===== config.mk =====
export PLATFORM = sky130hd
export DESIGN_NAME = scan_side_width_estimator_top
export DESIGN_NICKNAME = d
export VERILOG_FILES = /design/src/rtl/swe_pkg.sv /design/src/rtl/swe_front.sv /design/src/rtl/swe_queue.sv /design/src/rtl/swe_div.sv /design/src/rtl/swe_back.sv /design/src/rtl/scan_side_width_estimator_top.sv
export SDC_FILE = /design/constraint.sdc
export NUM_CORES = 1
export LEC_CHECK = 0
export BUFFER_PORTS_ARGS = -buffer_cell sky130_fd_sc_hd__buf_4
export CORE_AREA = 2 2 171 298
export CTS_BUF_LIST = sky130_fd_sc_hd__clkbuf_8
export CTS_CLUSTER_DIAMETER = 200
export CTS_CLUSTER_SIZE = 10
export DETAILED_ROUTE_END_ITERATION = 10
export DIE_AREA = 0 0 173 300
export PLACE_DENSITY_LB_ADDON = 0.1
export SYNTH_ARGS = -nofsm -noshare
export SYNTH_HDL_FRONTEND = slang
export SYNTH_SLANG_ARGS = --single-unit

===== constraint.sdc =====
create_clock -name clk -period 6.4 [get_ports clk]
set_clock_uncertainty 0.15 [all_clocks]
set_input_delay 0 -clock clk [delete_from_list [all_inputs] [get_ports clk]]
set_output_delay 0 -clock clk [all_outputs]
set_load 0.1 [all_outputs]

===== src/rtl/swe_pkg.sv =====
// Shared types, register indexes and defaults for the scan side width estimator.
package swe_pkg;

	// Default for the per-side point limit
	localparam int MAX_POINTS_DEF = 1024;

	// Depth of the queue between the front and back ends
	localparam int QUEUE_DEPTH = 2;

	// Field widths
	localparam int COORD_W = 16;
	localparam int UCFG_W  = 15;
	localparam int CFG_IDX_W = 2;
	localparam int CFG_DATA_W = 16;

	// Configuration register indexes
	localparam logic [CFG_IDX_W-1:0] REG_BAND_HALF_HEIGHT    = 2'd0;
	localparam logic [CFG_IDX_W-1:0] REG_TRIPOD_HALF_WIDTH   = 2'd1;
	localparam logic [CFG_IDX_W-1:0] REG_TRIPOD_TOP          = 2'd2;
	localparam logic [CFG_IDX_W-1:0] REG_TRIPOD_FLOOR_MARGIN = 2'd3;

	// Reset values of the configuration registers
	localparam logic [UCFG_W-1:0]  BAND_RST   = 15'd100;
	localparam logic [UCFG_W-1:0]  HW_RST     = 15'd400;
	localparam logic [COORD_W-1:0] TOP_RST    = 16'd50;
	localparam logic [UCFG_W-1:0]  MARGIN_RST = 15'd50;

	// Classification settings seen by the front end
	typedef struct packed {
		logic [UCFG_W-1:0]         band_half_height;
		logic [UCFG_W-1:0]         tripod_half_width;
		logic signed [COORD_W-1:0] tripod_top;
		logic [UCFG_W-1:0]         tripod_floor_margin;
	} cfg_t;

	// Queue status toward the back end
	typedef struct packed {
		logic full;
		logic not_empty;
	} queue_status_t;

endpackage


===== src/rtl/swe_front.sv =====
// Front end: classifies points and accumulates per-side sums and counts.
module swe_front #(
	parameter int MAX_POINTS = swe_pkg::MAX_POINTS_DEF,
	parameter int CW = $clog2(MAX_POINTS + 1),
	parameter int SW = CW + 15
) (
	input  logic                           clk,
	input  logic                           arst_n,
	input  swe_pkg::cfg_t                  cfg,
	input  logic                           accept,
	input  logic [swe_pkg::COORD_W-1:0]    point_y,
	input  logic [swe_pkg::COORD_W-1:0]    point_z,
	input  logic [swe_pkg::COORD_W-1:0]    scan_floor,
	input  logic                           last_point,
	output logic                           push,
	output logic [2*(SW+CW)-1:0]           push_data
);

	logic [SW-1:0] lsum_q, rsum_q, lsum_nxt, rsum_nxt;
	logic [CW-1:0] lcnt_q, rcnt_q, lcnt_nxt, rcnt_nxt;

	logic signed [17:0] floor_lim;
	logic signed [17:0] z18;
	logic signed [16:0] y17, z17, hw17, band17;
	logic               in_tripod, in_band, y_pos, y_neg;
	logic [15:0]        y_mag;

	// Tripod zone and height band tests
	always_comb begin
		z18       = $signed({{2{point_z[15]}}, point_z});
		floor_lim = $signed({{2{scan_floor[15]}}, scan_floor})
			- $signed({3'b000, cfg.tripod_floor_margin});
		y17       = $signed({point_y[15], point_y});
		z17       = $signed({point_z[15], point_z});
		hw17      = $signed({2'b00, cfg.tripod_half_width});
		band17    = $signed({2'b00, cfg.band_half_height});
		in_tripod = (z18 > floor_lim) && ($signed(point_z) < cfg.tripod_top)
			&& (y17 <= hw17) && (y17 >= -hw17);
		in_band   = !in_tripod && (z17 > -band17) && (z17 < band17);
		y_pos     = !point_y[15] && (point_y != '0);
		y_neg     = point_y[15];
		y_mag     = 16'(~point_y + 16'd1);
	end

	// Next accumulator values, including the current point
	always_comb begin
		lsum_nxt = lsum_q;
		lcnt_nxt = lcnt_q;
		rsum_nxt = rsum_q;
		rcnt_nxt = rcnt_q;
		if (in_band && y_pos && (lcnt_q < CW'(MAX_POINTS))) begin
			lsum_nxt = lsum_q + SW'(point_y[14:0]);
			lcnt_nxt = lcnt_q + CW'(1);
		end else if (in_band && y_neg && (rcnt_q < CW'(MAX_POINTS))) begin
			rsum_nxt = rsum_q + SW'(y_mag);
			rcnt_nxt = rcnt_q + CW'(1);
		end
	end

	assign push      = accept && last_point;
	assign push_data = {rcnt_nxt, rsum_nxt, lcnt_nxt, lsum_nxt};

	// Accumulators, cleared once a scan is handed to the back end
	always_ff @(posedge clk or negedge arst_n) begin
		if (!arst_n) begin
			lsum_q <= '0;
			rsum_q <= '0;
			lcnt_q <= '0;
			rcnt_q <= '0;
		end else if (accept) begin
			if (last_point) begin
				lsum_q <= '0;
				rsum_q <= '0;
				lcnt_q <= '0;
				rcnt_q <= '0;
			end else begin
				lsum_q <= lsum_nxt;
				rsum_q <= rsum_nxt;
				lcnt_q <= lcnt_nxt;
				rcnt_q <= rcnt_nxt;
			end
		end
	end

endmodule


===== src/rtl/swe_queue.sv =====
// Small FIFO holding finished scan totals between front and back ends.
module swe_queue #(
	parameter int W = 8,
	parameter int DEPTH = swe_pkg::QUEUE_DEPTH
) (
	input  logic                   clk,
	input  logic                   arst_n,
	input  logic                   push,
	input  logic [W-1:0]           push_data,
	input  logic                   pop,
	output logic [W-1:0]           pop_data,
	output swe_pkg::queue_status_t status
);

	localparam int PW = (DEPTH > 1) ? $clog2(DEPTH) : 1;
	localparam int NW = $clog2(DEPTH + 1);

	logic [W-1:0]  mem_q [DEPTH];
	logic [PW-1:0] wr_ptr_q, rd_ptr_q;
	logic [NW-1:0] cnt_q;

	assign status.full      = (cnt_q == NW'(DEPTH));
	assign status.not_empty = (cnt_q != '0);
	assign pop_data         = mem_q[rd_ptr_q];

	// Storage
	always_ff @(posedge clk) begin
		if (push) begin
			mem_q[wr_ptr_q] <= push_data;
		end
	end

	// Pointers and fill count
	always_ff @(posedge clk or negedge arst_n) begin
		if (!arst_n) begin
			wr_ptr_q <= '0;
			rd_ptr_q <= '0;
			cnt_q    <= '0;
		end else begin
			if (push) begin
				wr_ptr_q <= (wr_ptr_q == PW'(DEPTH - 1)) ? '0 : wr_ptr_q + PW'(1);
			end
			if (pop) begin
				rd_ptr_q <= (rd_ptr_q == PW'(DEPTH - 1)) ? '0 : rd_ptr_q + PW'(1);
			end
			if (push && !pop) begin
				cnt_q <= cnt_q + NW'(1);
			end else if (pop && !push) begin
				cnt_q <= cnt_q - NW'(1);
			end
		end
	end

endmodule


===== src/rtl/swe_div.sv =====
// Restoring divider, one quotient bit per cycle.
module swe_div #(
	parameter int DW = 27,
	parameter int VW = 11
) (
	input  logic          clk,
	input  logic          arst_n,
	input  logic          start,
	input  logic [DW-1:0] dividend,
	input  logic [VW-1:0] divisor,
	output logic          done,
	output logic [DW-1:0] quotient
);

	localparam int NW = $clog2(DW + 1);

	logic [DW-1:0] a_q;
	logic [VW-1:0] rem_q, d_q, rem_nxt;
	logic [NW-1:0] cnt_q;
	logic          busy_q, done_q, ge;
	logic [VW:0]   trial, diff;

	// One restoring step
	always_comb begin
		trial   = {rem_q, a_q[DW-1]};
		diff    = trial - {1'b0, d_q};
		ge      = (trial >= {1'b0, d_q});
		rem_nxt = ge ? diff[VW-1:0] : trial[VW-1:0];
	end

	assign done     = done_q;
	assign quotient = a_q;

	// Datapath
	always_ff @(posedge clk) begin
		if (start) begin
			a_q   <= dividend;
			rem_q <= '0;
			d_q   <= divisor;
		end else if (busy_q) begin
			a_q   <= {a_q[DW-2:0], ge};
			rem_q <= rem_nxt;
		end
	end

	// Step counter
	always_ff @(posedge clk or negedge arst_n) begin
		if (!arst_n) begin
			busy_q <= 1'b0;
			done_q <= 1'b0;
			cnt_q  <= '0;
		end else begin
			done_q <= busy_q && !start && (cnt_q == NW'(DW - 1));
			if (start) begin
				busy_q <= 1'b1;
				cnt_q  <= '0;
			end else if (busy_q) begin
				cnt_q <= cnt_q + NW'(1);
				if (cnt_q == NW'(DW - 1)) begin
					busy_q <= 1'b0;
				end
			end
		end
	end

endmodule


===== src/rtl/swe_back.sv =====
// Back end: rounded side means, width, running minimum and output register.
module swe_back #(
	parameter int CW = 11,
	parameter int SW = 26
) (
	input  logic                   clk,
	input  logic                   arst_n,
	input  swe_pkg::queue_status_t qstat,
	input  logic [2*(SW+CW)-1:0]   entry,
	output logic                   pop,
	output logic                   out_valid,
	input  logic                   out_ready,
	output logic [63:0]            out_data,
	output logic [1:0]             out_flags
);

	localparam int DW = SW + 1;

	localparam logic [2:0] S_IDLE  = 3'd0;
	localparam logic [2:0] S_LST   = 3'd1;
	localparam logic [2:0] S_LWAIT = 3'd2;
	localparam logic [2:0] S_RST   = 3'd3;
	localparam logic [2:0] S_RWAIT = 3'd4;
	localparam logic [2:0] S_FIN   = 3'd5;

	logic [2:0]    state_q;
	logic [SW-1:0] lsum_q, rsum_q;
	logic [CW-1:0] lcnt_q, rcnt_q;
	logic [14:0]   lmean_q;
	logic [15:0]   rmag_q;
	logic [15:0]   min_q;
	logic          out_valid_q;
	logic [63:0]   out_data_q;
	logic [1:0]    out_flags_q;

	logic          div_start, div_done;
	logic [DW-1:0] div_dividend, div_quot;
	logic [CW-1:0] div_divisor;
	logic          lempty, rempty, out_free;
	logic [15:0]   width, rmean, min_nxt;

	assign lempty   = (lcnt_q == '0);
	assign rempty   = (rcnt_q == '0);
	assign out_free = !out_valid_q || out_ready;
	assign pop      = (state_q == S_IDLE) && qstat.not_empty;

	// Divider operand select: left side first, then right
	always_comb begin
		div_start    = 1'b0;
		div_dividend = DW'(lsum_q) + DW'(lcnt_q >> 1);
		div_divisor  = lcnt_q;
		if (state_q == S_LST) begin
			div_start = !lempty;
		end else if (state_q == S_RST) begin
			div_start    = !rempty;
			div_dividend = DW'(rsum_q) + DW'(rcnt_q >> 1);
			div_divisor  = rcnt_q;
		end
	end

	swe_div #(
		.DW(DW),
		.VW(CW)
	) u_div (
		.clk     (clk),
		.arst_n  (arst_n),
		.start   (div_start),
		.dividend(div_dividend),
		.divisor (div_divisor),
		.done    (div_done),
		.quotient(div_quot)
	);

	// Width and minimum
	always_comb begin
		rmean   = 16'(~rmag_q + 16'd1);
		width   = (lempty || rempty) ? 16'd0 : ({1'b0, lmean_q} + rmag_q);
		min_nxt = (!lempty && !rempty && (width < min_q)) ? width : min_q;
	end

	assign out_valid = out_valid_q;
	assign out_data  = out_data_q;
	assign out_flags = out_flags_q;

	// Scan totals and means
	always_ff @(posedge clk) begin
		if (pop) begin
			{rcnt_q, rsum_q, lcnt_q, lsum_q} <= entry;
		end
		if (state_q == S_LST) begin
			lmean_q <= '0;
		end else if (state_q == S_LWAIT && div_done) begin
			lmean_q <= div_quot[14:0];
		end
		if (state_q == S_RST) begin
			rmag_q <= '0;
		end else if (state_q == S_RWAIT && div_done) begin
			rmag_q <= div_quot[15:0];
		end
		if (state_q == S_FIN && out_free) begin
			out_data_q  <= {1'b0, min_nxt, width, rmean, lmean_q};
			out_flags_q <= {rempty, lempty};
		end
	end

	// Sequencer, minimum register and output valid
	always_ff @(posedge clk or negedge arst_n) begin
		if (!arst_n) begin
			state_q     <= S_IDLE;
			min_q       <= 16'hFFFF;
			out_valid_q <= 1'b0;
		end else begin
			if (state_q == S_FIN && out_free) begin
				out_valid_q <= 1'b1;
			end else if (out_valid_q && out_ready) begin
				out_valid_q <= 1'b0;
			end
			case (state_q)
				S_IDLE: begin
					if (qstat.not_empty) begin
						state_q <= S_LST;
					end
				end
				S_LST: begin
					state_q <= lempty ? S_RST : S_LWAIT;
				end
				S_LWAIT: begin
					if (div_done) begin
						state_q <= S_RST;
					end
				end
				S_RST: begin
					state_q <= rempty ? S_FIN : S_RWAIT;
				end
				S_RWAIT: begin
					if (div_done) begin
						state_q <= S_FIN;
					end
				end
				S_FIN: begin
					if (out_free) begin
						min_q   <= min_nxt;
						state_q <= S_IDLE;
					end
				end
				default: begin
					state_q <= S_IDLE;
				end
			endcase
		end
	end

endmodule


===== src/rtl/scan_side_width_estimator_top.sv =====
// Top level of the scan side width estimator.
//
// Input stream (s_axis): one laser point per transaction, y, z and the scan
// floor in tdata, tlast marking the final point of a scan. Points outside the
// tripod zone and inside the height band are summed per side, one point per
// cycle. The final point is counted, then the scan totals move into a
// two-entry queue and the accumulators clear at once, so the next scan can
// stream in without a gap.
// Output stream (m_axis): one transaction per scan with both rounded side
// means, the width and the running minimum width in tdata, empty-side flags
// in tuser. The back end runs one restoring divider (one quotient bit per
// cycle) for each non-empty side. Points are accepted every cycle while
// the queue has room; a scan shorter than the back end's time per scan
// throttles s_axis_tready. When the receiver stalls, the result holds in
// the output register; the back end finishes the next scan and then waits,
// and the queue fills behind it. Reset clears the accumulators, the queue,
// the minimum width (to 65535) and loads the default configuration.
// Configuration must be written only while idle; the block itself does not
// enforce this.
module scan_side_width_estimator_top #(
	parameter int MAX_POINTS = swe_pkg::MAX_POINTS_DEF
) (
	input  logic        clk,
	input  logic        arst_n,
	// configuration write port
	input  logic                               cfg_we,
	input  logic [swe_pkg::CFG_IDX_W-1:0]      cfg_addr,
	input  logic [swe_pkg::CFG_DATA_W-1:0]     cfg_data,
	// point stream
	input  logic        s_axis_tvalid,
	output logic        s_axis_tready,
	input  logic [47:0] s_axis_tdata,   // point_y[15:0], point_z[31:16], scan_floor[47:32]
	input  logic        s_axis_tlast,   // last_point
	// result stream
	output logic        m_axis_tvalid,
	input  logic        m_axis_tready,
	output logic [63:0] m_axis_tdata,   // left_mean[14:0], right_mean[30:15],
	                                    // scan_width[46:31], min_width[62:47], pad
	output logic [1:0]  m_axis_tuser    // left_empty[0], right_empty[1]
);

	localparam int CW = $clog2(MAX_POINTS + 1);
	localparam int SW = CW + 15;
	localparam int EW = 2 * (SW + CW);

	swe_pkg::cfg_t          cfg_q;
	swe_pkg::queue_status_t qstat;
	logic                   accept, push, pop;
	logic [EW-1:0]          push_data, pop_data;

	// Configuration registers
	always_ff @(posedge clk or negedge arst_n) begin
		if (!arst_n) begin
			cfg_q.band_half_height    <= swe_pkg::BAND_RST;
			cfg_q.tripod_half_width   <= swe_pkg::HW_RST;
			cfg_q.tripod_top          <= swe_pkg::TOP_RST;
			cfg_q.tripod_floor_margin <= swe_pkg::MARGIN_RST;
		end else if (cfg_we) begin
			case (cfg_addr)
				swe_pkg::REG_BAND_HALF_HEIGHT:    cfg_q.band_half_height    <= cfg_data[14:0];
				swe_pkg::REG_TRIPOD_HALF_WIDTH:   cfg_q.tripod_half_width   <= cfg_data[14:0];
				swe_pkg::REG_TRIPOD_TOP:          cfg_q.tripod_top          <= cfg_data;
				swe_pkg::REG_TRIPOD_FLOOR_MARGIN: cfg_q.tripod_floor_margin <= cfg_data[14:0];
				default: begin
				end
			endcase
		end
	end

	assign s_axis_tready = !qstat.full;
	assign accept        = s_axis_tvalid && s_axis_tready;

	swe_front #(
		.MAX_POINTS(MAX_POINTS),
		.CW        (CW),
		.SW        (SW)
	) u_front (
		.clk       (clk),
		.arst_n    (arst_n),
		.cfg       (cfg_q),
		.accept    (accept),
		.point_y   (s_axis_tdata[15:0]),
		.point_z   (s_axis_tdata[31:16]),
		.scan_floor(s_axis_tdata[47:32]),
		.last_point(s_axis_tlast),
		.push      (push),
		.push_data (push_data)
	);

	swe_queue #(
		.W    (EW),
		.DEPTH(swe_pkg::QUEUE_DEPTH)
	) u_queue (
		.clk      (clk),
		.arst_n   (arst_n),
		.push     (push),
		.push_data(push_data),
		.pop      (pop),
		.pop_data (pop_data),
		.status   (qstat)
	);

	swe_back #(
		.CW(CW),
		.SW(SW)
	) u_back (
		.clk      (clk),
		.arst_n   (arst_n),
		.qstat    (qstat),
		.entry    (pop_data),
		.pop      (pop),
		.out_valid(m_axis_tvalid),
		.out_ready(m_axis_tready),
		.out_data (m_axis_tdata),
		.out_flags(m_axis_tuser)
	);

`ifndef ASSERT_OFF
	// An empty side forces a zero width
	assert property (@(posedge clk) disable iff (!arst_n)
		m_axis_tvalid && (m_axis_tuser != 2'b00) |-> m_axis_tdata[46:31] == 16'd0)
		else $error("width nonzero with an empty side");

	// The running minimum never exceeds a valid width
	assert property (@(posedge clk) disable iff (!arst_n)
		m_axis_tvalid && (m_axis_tuser == 2'b00) |-> m_axis_tdata[62:47] <= m_axis_tdata[46:31])
		else $error("minimum width above current width");

	// A non-empty left side has a nonzero mean
	assert property (@(posedge clk) disable iff (!arst_n)
		m_axis_tvalid && !m_axis_tuser[0] |-> m_axis_tdata[14:0] != 15'd0)
		else $error("left mean zero for a non-empty side");
`endif

endmodule

# ---- Word-level counts from Yosys, hierarchy flattened
# Memories as Yosys holds them, arrays and structs flattened. A register that Yosys moved wholly into a read port is not among the register bits.
# Index checks and enable logic that the tools add are counted.
dict set report totals {
  inputBits 72
  output_inout_bits 68
  n_memories 1
  ramBits 148
  wordCells 159
  reg_bits 311
}
# name words width rd rd_ports_with_merged_regs wr line
set mem_list {}
lappend mem_list {u_queue.mem_q 2 74 1 1 1 swe_queue.sv:18} ;# logic [W-1:0] mem_q [DEPTH];
dict set report classes {
  reduce_logical 49
  mux 41
  order_cmp 10
  bitwise_logic 2
  addsub 18
  n_eq_ne 14
}
# operator n
set op_table {}
lappend op_table {{$mux W26} 5}
lappend op_table {{$mux W27} 4}
lappend op_table {{$mux W11} 8}
lappend op_table {{$add A26 B10 Y27} 2}
lappend op_table {{$lt A16 B16 Y1} 3}
lappend op_table {{$gt A16 B17 Y1} 2}
lappend op_table {{$neg A15 Y17} 2}
lappend op_table {{$add A16 B1 Y16 const B} 2}
lappend op_table {{$mux W16} 2}
lappend op_table {{$not A16 Y16} 2}
lappend op_table {{$add A26 B15 Y26} 1}
lappend op_table {{$add A26 B16 Y26} 1}
lappend op_table {{$logic_and A1 B1 Y1} 23}
lappend op_table {{$add A11 B1 Y11 const B} 2}
lappend op_table {{$logic_not A11 Y1} 2}
lappend op_table {{$lt A11 B11 Y1 const B} 2}
lappend op_table {{$pmux W3 S6} 1}
lappend op_table {{$ge A16 B17 Y1} 1}
lappend op_table {{$sub A16 B16 Y17} 1}
lappend op_table {{$add A15 B16 Y16} 1}
lappend op_table {{$le A16 B16 Y1} 1}
lappend op_table {{$reduce_bool A16 Y1} 1}
lappend op_table {{$mux W1} 13}
lappend op_table {{$ge A12 B11 Y1} 1}
lappend op_table {{other kinds (23)} 51}

# ---- Longest topological paths before layout
# Gate-level depths: netlist of run 1.
dict set report depth {
  depth_word 13
  ltp_mapped 26
  ltp_nobuf 22
}

# ---- Hierarchy
# From an unflattened synthesis of run 1, not the netlist that was laid out.
dict set report unflattened {
  cells_unflattened 2694
  hier_area_um2 30372.9
}
# mod area_per_inst_um2 cells_each seq_area_each_um2 instances
set modules_own_cells {}
lappend modules_own_cells {swe_back 9760.6 865 5315.1 1}
lappend modules_own_cells {swe_front 9651.8 1218 1851.8 1}
lappend modules_own_cells {swe_queue 5731.7 246 4544.4 1}
lappend modules_own_cells {swe_div 2907.8 233 1536.5 1}
lappend modules_own_cells {scan_side_width_estimator_top 2321.0 132 1541.5 1}

# ---- Worst setup path after synthesis of run 1
# Ideal clock, no wire load.
dict set report synth_path {
  path_kind {register -> register}
  from {register u_queue.cnt_q[0]}
  to {memory u_queue.mem_q[0][0] (netlist name), enable pin}
  setup_time_ns 0.507
  n_path_buf 1
  t_required_ns 5.743
  path_slack_ns 0.807
  arrival_ns 4.936
  period_less_slack_ns 5.593
  stages_incl_launch_ff 6
  cell_sequence {dfrtp_1 nand2b_1 and2_1 clkbuf_1 nand2_1 nor2_1}
}
dict set report synth_between {
  elab_chain_len 6
}
# element line
set synth_rtl {}
lappend synth_rtl {{start, declared} swe_queue.sv:20} ;# logic [NW-1:0] cnt_q;
lappend synth_rtl {{start signal, assigned} swe_queue.sv:47} ;# cnt_q <= cnt_q + NW'(1);
lappend synth_rtl {{start signal, assigned} swe_queue.sv:49} ;# cnt_q <= cnt_q - NW'(1);
lappend synth_rtl {{$eq A2 B2 Y1} swe_queue.sv:22} ;# assign status.full = (cnt_q == NW'(DEPTH));
lappend synth_rtl {{$logic_not A1 Y1} scan_side_width_estimator_top.sv:70} ;# assign s_axis_tready = !qstat.full;
lappend synth_rtl {{named net s_axis_tready} scan_side_width_estimator_top.sv:31} ;# output logic s_axis_tready,
lappend synth_rtl {{$logic_and A1 B1 Y1} scan_side_width_estimator_top.sv:71} ;# assign accept = s_axis_tvalid && s_axis_tready;
lappend synth_rtl {{$logic_and A1 B1 Y1} swe_front.sv:60} ;# assign push = accept && last_point;
lappend synth_rtl {{$mux W1} swe_queue.sv:28} ;# if (push) begin
lappend synth_rtl {{$mux W1 (implied by the code)} swe_queue.sv:29} ;# mem_q[wr_ptr_q] <= push_data;
lappend synth_rtl {{end, declared} swe_queue.sv:18}
# The timed path passes the listed nets, and every way through them passes these cells.

# ---- Worst setup path in the final report of run 1
dict set report layout_path {
  from {register cfg_q[0] (netlist name)}
  to {memory u_queue.mem_q[1][23] (netlist name) (data pin)}
}
dict set report layout_between {
  elab_chain_len 11
}
# element line
set layout_rtl {}
lappend layout_rtl {{start, declared} scan_side_width_estimator_top.sv:46} ;# swe_pkg::cfg_t cfg_q;
lappend layout_rtl {{$sub A16 B16 Y17} swe_front.sv:32} ;# - $signed({3'b000, cfg.tripod_floor_margin});
lappend layout_rtl {{$gt A16 B17 Y1} swe_front.sv:37} ;# in_tripod = (z18 > floor_lim) && ($signed(point_z) < cfg.tripod_top)
lappend layout_rtl {{$logic_and A1 B1 Y1} swe_front.sv:37}
lappend layout_rtl {{$logic_and A1 B1 Y1 (2 in series)} swe_front.sv:38} ;# && (y17 <= hw17) && (y17 >= -hw17);
lappend layout_rtl {{$logic_not A1 Y1} swe_front.sv:39} ;# in_band = !in_tripod && (z17 > -band17) && (z17 < band17);
lappend layout_rtl {{$logic_and A1 B1 Y1 (2 in series)} swe_front.sv:39}
lappend layout_rtl {{$logic_and A1 B1 Y1 (2 in series)} swe_front.sv:51} ;# if (in_band && y_pos && (lcnt_q < CW'(MAX_POINTS))) begin
lappend layout_rtl {{$mux W26} swe_front.sv:51}
lappend layout_rtl {{named net push_data[23]} scan_side_width_estimator_top.sv:49} ;# logic [EW-1:0] push_data, pop_data;
# The timed path passes the listed nets, and every way through them passes these cells.

==> results of run 1 <==
[flip-flops by register name, indices dropped and copies added, names as in the netlist, 16 cells and up]
register               flops
u_front.lsum_q            26
u_back.rmag_q             16
u_back.min_q              16
cfg_q                     61
u_back.u_div.quotient     27
u_front.rsum_q            26
u_back.out_data           63
u_back.rsum_q             26
u_queue.mem_q            148
u_back.lsum_q             26
[cell families after synthesis]
| logic type | Yosys count |
|---|---|
| adder cells (fa/ha/maj) | 217 |
| buffers and inverters | 238 |
| AO/OA/AOI/OAI | 496 |
| XOR/XNOR | 194 |
| multiplexers | 198 |
| flip-flops | 533 |
| other | 1 |
| AND/OR/NAND/NOR | 788 |
[final timing paths]
| path | start | end | slack (ns) | cells after the start |
|---|---|---|---|---|
| max | cfg_q[0] | u_queue.mem_q[1][23] | 0.66 | 21 |
| min | cfg_data[9] | cfg_q[55] | 0.04 | 4 |
| max reg2reg | cfg_q[0] | u_queue.mem_q[1][23] | 0.66 | 21 |
| min reg2reg | u_back.lmean_q[7] | u_back.out_data[7] | 0.33 | 0 |
| max in group asynchronous | arst_n | u_front.lcnt_q[6] | 5.04 | 4 |
| min in group asynchronous | arst_n | cfg_q[20] | 0.40 | 3 |
[per-layer routing]
metal | vias to the layer above | wire, um | global-route usage [%]
met3 | 238 | 2490 | 2.83
met2 | 613 | 40000 | 55.5
met1 | 10200 | 23900 | 25.4
li1 | 10100 | - | -
met4 | 0 | 6680 | 22.6
met5 | - | 0 | 0
[layout make-up]
type	instances	share of cell area (%)
diodes	1	0.00764
clock buffers	59	2.48
clock inverters	52	0.688
inverters	150	1.72
multi-input cells	1894	41.9
flip-flops and latches	533	45.2
well taps	660	2.52
repair buffers	219	5.52
[repair_timing]
item / CTS / global route
resized for setup: 0 / 3
hold buffers: 57 / 0
setup endpoints to repair: 0 / 173
endpoints found under the hold margin: 279 / 0
[synthesized netlist by cell type (13+ instances only)]
| library cell | count |
|---|---|
| a22oi_1 | 13 |
| edfxtp_1 | 325 |
| ha_1 | 210 |
| o31ai_1 | 13 |
| a211oi_1 | 23 |
| a21oi_1 | 130 |
| nand4_1 | 45 |
| nand2_1 | 276 |
| a21o_1 | 38 |
| nor3_1 | 54 |
| nor2b_1 | 36 |
| xnor2_1 | 129 |
| nand3_1 | 70 |
| mux2_2 | 153 |
| clkbuf_1 | 73 |
| dfxtp_1 | 42 |
| nor4_1 | 19 |
| or3_1 | 18 |
| nor2_1 | 161 |
| dfrtp_1 | 138 |
| a22o_1 | 25 |
| o21a_1 | 21 |
| inv_1 | 150 |
| nand2b_1 | 19 |
| o211ai_1 | 24 |
| dfstp_2 | 28 |
| and3_1 | 27 |
| mux2i_1 | 35 |
| o21ai_0 | 118 |
| and2_1 | 14 |
| xor2_1 | 65 |
[where the power goes]
part	switching, mW	leakage [nW]	internal, mW
clock network	1.20	0.704	0.865
registers	0.689	5.50	4.96
logic	3.51	7.62	2.35
[critical path: stages (launching register included)]
cell and delay (ns):
dfrtp_1 0.38, ha_1 0.21, fa_1 0.42, nor2b_1 0.13
o21ai_0 0.13, a21boi_0 0.20, o21ai_0 0.15, a21oi_1 0.31
a41oi_1 0.26, a2111oi_2 0.42, o21ai_0 0.17, o31ai_1 0.10
ha_1 0.18, nand3_1 0.11, or4_4 0.44, or3_1 0.31
a31oi_1 0.18, or4_4 0.24, buf_4 0.26, nand3_1 0.37
nor2_1 0.25, xor2_1 0.20
[stage by stage]
stage | hold WS (ns) | instance area (um2) | worst slack [ns] | util (%) | std cells
finish | 0.0424 | 32700 | 0.661 | 66.2 | 3568
global route | 0.0521 | 32700 | 0.127 | 66.2 | 3568
CTS | 0.00328 | 32700 | 0.293 | 66.2 | 3567
detailed placement | 0.00728 | 31100 | 0.309 | 62.9 | 3399
global placement | -0.00895 | 31100 | 0.412 | 62.9 | 3399
floorplan | -0.446 | 29400 | 0.807 | - | 2665
==> results.yml, run 1 <==
run_status:
  outcome: "complete, no violations"
clocking:
  cts_sinks: 533
  root_buffer: "clkbuf_8"
  htree_num_levels: 2
  clk_pin_slew_ns: 0.08
  cts_tree: "yes"
  postCtsSetupRepairBufs: 0
  clock_latency_ns: 0.66
  cts_buffer_depth: 3
  numCtsBuffers: 59
power:
  p_leak_nw: 13.8
  vdd_drop_max_v: 0.000231
  powerDensity_nw_per_um2: 414
  power_mw: 13.6
drt:
  final_antenna_net_count: 0
  drc: 0
  wire_per_inst_um: 20.5
  totalWireLength_mm: 73.1
  vias: 21100
  firstDrtPassIters: 5
  via_per_inst: 5.92
  drt_iter0_markers: 1023
cells_and_area:
  nets: 3146
  multi_input_area_um2: 13700
  regArea_um2: 14800
  mostFrequentLayoutCell: "edfxtp_1"
  syn2layout_area_growth_pct: 11.4
  final_layout_size_suffix_gt1_share_pct: 15.6
  most-common-layout-cells: "edfxtp_1, nand2_1, ha_1, inv_1, buf_4"
  nFillCells: 3850
timing:
  report.final.slew_viol_count: 0
  rsz0062_at_grt: "false"
  relSlewSlack_pct: 19.1
  final.min_clock_period_ns: 5.74
  fin_crit_sh_pct: 89.7
  setup_violations: 0
  fmax_ghz: 0.174
  hold_violations: 0
  tightest_slew_ns: 1.21
  timing.setup.tns_ns: 0
synthesis:
  synthTopCellsByArea: "edfxtp_1, dfrtp_1, ha_1"
  synth-seq-cells: 533
  synth_area_um2: 29400
  synth_top_flop_cell: "edfxtp_1"
  synth_top_cell_by_area: "edfxtp_1"
  synth_edf_count: 325
  ys_warn_count: 0
  synth_cell_types: 81
  synth-compound-area-share_pct: 11.0
  synth_xor_area_share_pct: 5.78
  synth_top_area_share_pct: 33.2
  synth-simple-area-share_pct: 12.8
  synth_top_family_by_area: "simple AND/OR/NAND/NOR gates"
  synth_adder_area_share_pct: 9.41
  synth_cells: 2665
  synthArstFlopShare_pct: 31.1
  synthMuxAreaShare_pct: 7.59
  avgSynthCellArea_um2: 11.0
  yosysSeqAreaShare_pct: 50.3
  synth.net_count: 2954
worst_setup_path:
  path_max_fanout: 16
  path_class: "reg2reg"
  cp_data_arrival_time_ns: 6.05
  startpoint_type: "flop"
  worstSetupEndpointType: "flop"
  cp.required_ns: 6.72
die:
  start_util_pct: 59.4
  fp.coreArea_um2: 49500
  rows: 108
  die_h_um: 300
  die_area_um2: 51900
  pin_count: 140
  die_w_um: 173
job:
  maxCapViolCount: 0
min_path:
  hp-class: "in2reg"
grt:
  grt_pass1_vias: 21800
  grt_max_degree: 76
  grt_overflow: 0
  grt_pass1_wl_mm: 113
  track_usage_pct: 28.0
  antenna_found_initial: 1
placed_design:
  port-buffer-count: 138
  place.gp.congestion: 1.01
  hpwl_mm: 55.3
Note: power is estimated with default switching activity, not from simulation.
==> inputs of run 2 (changes only) <==
--- a/config.mk
+++ b/config.mk
@@ -12,7 +12,8 @@
 export CTS_CLUSTER_SIZE = 10
 export DETAILED_ROUTE_END_ITERATION = 10
 export DIE_AREA = 0 0 173 300
-export PLACE_DENSITY_LB_ADDON = 0.1
+export PLACE_DENSITY = 0.77
+export REMOVE_ABC_BUFFERS = 1
 export SYNTH_ARGS = -nofsm -noshare
 export SYNTH_HDL_FRONTEND = slang
 export SYNTH_SLANG_ARGS = --single-unit
==> run 2 against run 1 <==
  * Clock power hardly changed
  * Non-clock buffer count rose by 17
  * Global-route usage up 0.47 points
  * Cell area up 0.45%
  * Count of clock-buffer cells in the layout is 1 higher
  * Sequential power barely moved
  * Sequential cell count unchanged
  * Worst setup slack got worse by 0.20 ns
  * Core utilization grew 0.30 points
  * Register-to-register slack worse by 0.20 ns
  * Critical endpoint is now u_queue.mem_q[0][23]
==> results.yml, run 2 (synthesis gave the netlist of run 1 again) <==
clocking:
  htree_num_levels: 2
  cts_tree: "yes"
  postCtsSetupRepairBufs: 0
  clock_latency_ns: 0.68
  numCtsBuffers: 59
  cts_sinks: 533
  cts_buffer_depth: 3
  clk_pin_slew_ns: 0.08
  root_buffer: "clkbuf_8"
die:
  fp.coreArea_um2: 49500
  start_util_pct: 59.4
  rows: 108
  die_h_um: 300
  pin_count: 140
  die_area_um2: 51900
  die_w_um: 173
drt:
  final_antenna_net_count: 0
  drc: 0
  via_per_inst: 6.01
  drt_iter0_markers: 1367
  wire_per_inst_um: 20.6
  totalWireLength_mm: 73.9
  firstDrtPassIters: 6
  vias: 21600
placed_design:
  place.gp.congestion: 1.03
  port-buffer-count: 138
  hpwl_mm: 54.6
  numPlacedInstances: 3403
cells_and_area:
  final_cell_count_no_fill: 3584
  largest_reg_flops: 148
  nets: 3163
  most-common-layout-cells: "edfxtp_1, nand2_1, ha_1, inv_1, buf_4"
  regMostFlops: "u_queue.mem_q"
  final_layout_size_suffix_gt1_share_pct: 15.6
  mostFrequentLayoutCell: "edfxtp_1"
  syn2layout_area_growth_pct: 11.9
  final_core_utilization_pct: 66.5
worst_setup_path:
  r2r-end: "u_queue.mem_q[0][23]"
  r2r_slack_ns: 0.46
  endpoint: "u_queue.mem_q[0][23]"
  cp_data_arrival_time_ns: 6.29
  startpoint_type: "flop"
  startpoint: "cfg_q[0]"
  path_class: "reg2reg"
  path_max_fanout: 14
  cp.required_ns: 6.74
  r2r_cells: 22
  worstSetupEndpointType: "flop"
  r2r_start: "cfg_q[0]"
timing:
  timing.setup.tns_ns: 0
  final.min_clock_period_ns: 5.94
  setup_violations: 0
  whs_ns: 0.0755
  fin_crit_sh_pct: 92.8
  rsz0062_at_grt: "false"
  report.final.slew_viol_count: 0
  fmax_ghz: 0.168
  hold_violations: 0
  relSlewSlack_pct: 11.4
  tightest_slew_ns: 1.32
grt:
  antenna_found_initial: 1
  grt_max_degree: 75
  grt_overflow: 0
  track_usage_pct: 28.5
  grt_pass1_wl_mm: 117
  grt_pass1_vias: 22700
power:
  powerDensity_nw_per_um2: 416
  p_leak_nw: 13.9
  vdd_drop_max_v: 0.000360
  power_mw: 13.7
run_status:
  outcome: "complete, no violations"
job:
  maxCapViolCount: 0
min_path:
  hp-class: "in2reg"
[run 2: how the worst min path moves through the flow]
stage	from	endpoint	slack (ns)	cells past startpoint
final	s_axis_tdata[15]	u_front.rsum_q[25]	0.08	6
after global routing	s_axis_tdata[15]	u_front.rsum_q[25]	0.12	6
after CTS	s_axis_tdata[15]	u_front.rsum_q[25]	0.02	6
after detailed placement	arst_n	cfg_q[12]	-0.16	1
after global placement	arst_n	u_front.lsum_q[21]	-0.16	1
after floorplan	arst_n	cfg_q[0]	-0.45	0
[run 2: repair_timing]
action,CTS,global route
hold buffers,70,0
resized for setup,0,2
endpoints found under the setup margin,0,21
hold endpoints to repair,294,0
[run 2: cell type report]
| type | instances | area [um2] |
|---|---|---|
| repair buffers | 236 | 1970 |
| inverters | 150 | 563 |
| clock inverters | 50 | 201 |
| fillers | 3649 | 16600 |
| multi-input cells | 1894 | 13700 |
| flip-flops and latches | 533 | 14800 |
| well taps | 660 | 826 |
| diodes | 1 | 2.50 |
| clock buffers | 60 | 826 |
[run 2: per-stage QoR]
stage,setup WS [ns],cell area [um2]
2_1_floorplan,0.884,29000
3_3_place_gp,0.485,31100
3_5_place_dp,0.393,31100
4_1_cts,0.390,32900
5_1_grt,0.00522,32900
6_report,0.459,32900
[run 2: critical path, stage by stage, from the launching register on]
cell	delay [ns]
dfrtp_1	0.39
ha_1	0.21
fa_1	0.40
nor2b_1	0.12
o21ai_0	0.11
a21boi_0	0.19
o21ai_0	0.17
a21oi_1	0.30
a41oi_1	0.27
a2111oi_1	0.52
o21ai_0	0.18
o31ai_1	0.11
ha_1	0.18
nand3_1	0.11
or4_4	0.44
or3_1	0.32
a31oi_1	0.17
or4_1	0.13
buf_4	0.22
buf_4	0.25
nand3_1	0.35
nor2_1	0.23
xor2_1	0.23
[run 2: per-layer routing]
metal  share of wire [%]  GRT usage, %  vias up
met2                  55          55.6      783
met3                 4.2          3.41      269
li1                    -             -    10100
met4                 8.2          21.4        0
met5                   0             0        -
met1                  33          26.9    10400
[run 2: report_power, final]
group          leakage, nW  total (mW)  internal [mW]  switching [mW]
Combinational         7.70        5.96           2.40            3.56
Clock                0.691        2.09          0.871            1.22
Sequential            5.50        5.64           4.96           0.682
Total                 13.9        13.7           8.23            5.46
==> inputs of run 3 (changes only) <==
==> constraint.sdc (replaced) <==
create_clock -name clk -period 5.85 [get_ports clk]
set_clock_uncertainty 0.15 [all_clocks]
set_input_delay 0 -clock clk [delete_from_list [all_inputs] [get_ports clk]]
set_output_delay 0 -clock clk [all_outputs]
set_load 0.1 [all_outputs]
==> run 3 against run 2 <==
  * Worst hold slack better by 0.019 ns
  * Non-clock buffer count increased by 6
  * First-iteration DRC count down 4.9%
  * Sequential power rose by 9.4%
  * Global-route usage increased by 0.15 points
  * Count of clock-buffer cells in the layout fell by 1
  * Die area did not move
  * Critical path depth is 1 higher
  * Clock power grew 9%
==> results.yml, run 3 (synthesis gave the netlist of run 1 again) <==
drt:
  via_per_inst: 6.01
  drc: 0
  wire_per_inst_um: 20.6
  totalWireLength_mm: 74.0
  firstDrtPassIters: 5
  drt_iter0_markers: 1300
  final_antenna_net_count: 0
  vias: 21600
grt:
  grt_max_degree: 76
  gr-usage-met2_pct: 54.8
  track_usage_pct: 28.7
  grt_pass1_vias: 22900
  top_usage_layer: "met2"
  antenna_found_initial: 1
  grt_use_met3_pct: 3.71
  grt.met1_usage_pct: 26.8
  grt_overflow: 0
  grt_pass1_wl_mm: 117
die:
  start_util_pct: 59.4
  fp.coreArea_um2: 49500
  die_area_um2: 51900
  die_w_um: 173
  rows: 108
  pin_count: 140
  die_h_um: 300
worst_setup_path:
  startpoint_type: "flop"
  cp_slowest_stage_delay_ns: 0.56
  cpMaxStageDelayCell: "dfstp_2"
  path_class: "reg2reg"
  cp.required_ns: 6.18
  path_max_fanout: 11
  worstSetupEndpointType: "flop"
  path_buf_inv: 4
  cp_top_family: "compound AO/OA/AOI/OAI gates"
  crit_chain: "inv_1 -> ha_1 -> nor2b_1 -> o21a_1 -> o21ai_0 -> a21oi_1 -> a41oi_2 -> a21oi_1 -> and2_1 -> o21ai_0 -> a221o_1 -> ha_1 -> nand3_1 -> or4_4 -> or3_1 -> a31oi_1 -> or4_1 -> buf_4 -> buf_4 -> nand3_1 -> buf_12 -> nor2_1 -> xor2_1"
  cp_data_arrival_time_ns: 5.99
clocking:
  htree_num_levels: 2
  cts_tree: "yes"
  clock_latency_ns: 0.68
  cts_sinks: 533
  cts_buffer_depth: 3
  root_buffer: "clkbuf_8"
  clk_pin_slew_ns: 0.08
  numCtsBuffers: 59
timing:
  timing.setup.tns_ns: 0
  hold_violations: 0
  report.final.slew_viol_count: 0
  fin_ws_ns: 0.191
  fmax_ghz: 0.177
  setup_violations: 0
  tightest_slew_ns: 1.25
  final.min_clock_period_ns: 5.66
  relSlewSlack_pct: 15.9
  fin_crit_sh_pct: 96.7
run_status:
  outcome: "complete, no violations"
cells_and_area:
  nFillCells: 3762
  final_area_um2: 33000
  regMostFlops: "u_queue.mem_q"
  final_cell_count_no_fill: 3590
  syn2layout_area_growth_pct: 12.2
  final_layout_size_suffix_gt1_share_pct: 15.9
  most-common-layout-cells: "edfxtp_1, nand2_1, ha_1, inv_1, buf_4"
  largest_reg_flops: 148
  mostFrequentLayoutCell: "edfxtp_1"
  nets: 3169
min_path:
  hp-class: "in2reg"
placed_design:
  numPlacedInstances: 3412
  place.gp.congestion: 0.977
  place_ws_ns: 0.157
  port-buffer-count: 138
  placed_area_um2: 31200
  hpwl_mm: 54.7
power:
  powerDensity_nw_per_um2: 454
  vdd_drop_max_v: 0.000411
  power_frac_clock_pct: 15.2
  intPower_mw: 9.00
  net-switching-power_mw: 5.97
  swShare_pct: 39.9
  p_comb_share_pct: 43.6
  seq_power_share_pct: 41.2
  p_leak_nw: 13.9
  power_mw: 15.0
job:
  maxCapViolCount: 0
==> run 3: power by group through the flow <==
stage / logic [mW] / registers (mW) / clock network, mW
final: 6.53 / 6.17 / 2.27
after detailed placement: 6.39 / 6.22 / 0
after global routing: 7.21 / 6.27 / 2.45
after floorplan: 4.45 / 6.24 / 0
after global placement: 6.12 / 6.17 / 0
after CTS: 6.47 / 6.15 / 2.31
==> run 3: worst reg2reg max path, delay by kind of cell, from the launching register on <==
| kind | cells | cell delay [ns] |
|---|---|---|
| compound gates | 8 | 1.74 |
| simple gates | 8 | 1.61 |
| buf+inv | 4 | 0.64 |
| flops | 1 | 0.56 |
| fa+ha+maj | 2 | 0.53 |
| xor+xnor | 1 | 0.22 |
==> run 3: final cells by class <==
type	count	area, um2	area share, %
clock buffers	59	812	2.46
multi-input cells	1894	13700	41.6
repair buffers	242	2040	6.20
clock inverters	51	208	0.630
diodes	1	2.50	0.00759
well taps	660	826	2.50
flip-flops and latches	533	14800	44.9
inverters	150	563	1.71
==> run 3: timing repair <==
action / CTS / global route
setup buffers: 0 / 0
hold endpoints to repair: 291 / 0
hold buffers: 67 / 0
endpoints found under the setup margin: 0 / 164
resized for setup: 0 / 8
==> run 3: worst paths after layout <==
kind / from / endpoint / slack (ns) / cells after the start
setup / recovery: cfg_q[1] / u_queue.mem_q[0][59] / 0.19 / 23
setup reg to reg: cfg_q[1] / u_queue.mem_q[0][59] / 0.19 / 23
min in group asynchronous: arst_n / u_back.min_q[13] / 0.31 / 3
max in group asynchronous: arst_n / u_queue.rd_ptr_q / 4.26 / 4
hold / removal: s_axis_tdata[15] / u_front.rsum_q[25] / 0.09 / 6
hold reg to reg: u_back.lmean_q[11] / u_back.out_data[11] / 0.31 / 0
==> run 3: per-stage QoR <==
stage | util, % | hold slack [ns]
after floorplan | - | -0.446
after global placement | 63.2 | -0.166
after detailed placement | 63.2 | -0.153
after CTS | 66.6 | 0.0562
after global routing | 66.7 | 0.0896
final | 66.7 | 0.0944
==> run 3: metal layers <==
| layer | up-vias | share of wire (%) |
|---|---|---|
| li1 | 10100 | - |
| met1 | 10400 | 33 |
| met2 | 685 | 54 |
| met3 | 296 | 4.0 |
| met4 | 0 | 9.2 |
| met5 | - | 0 |
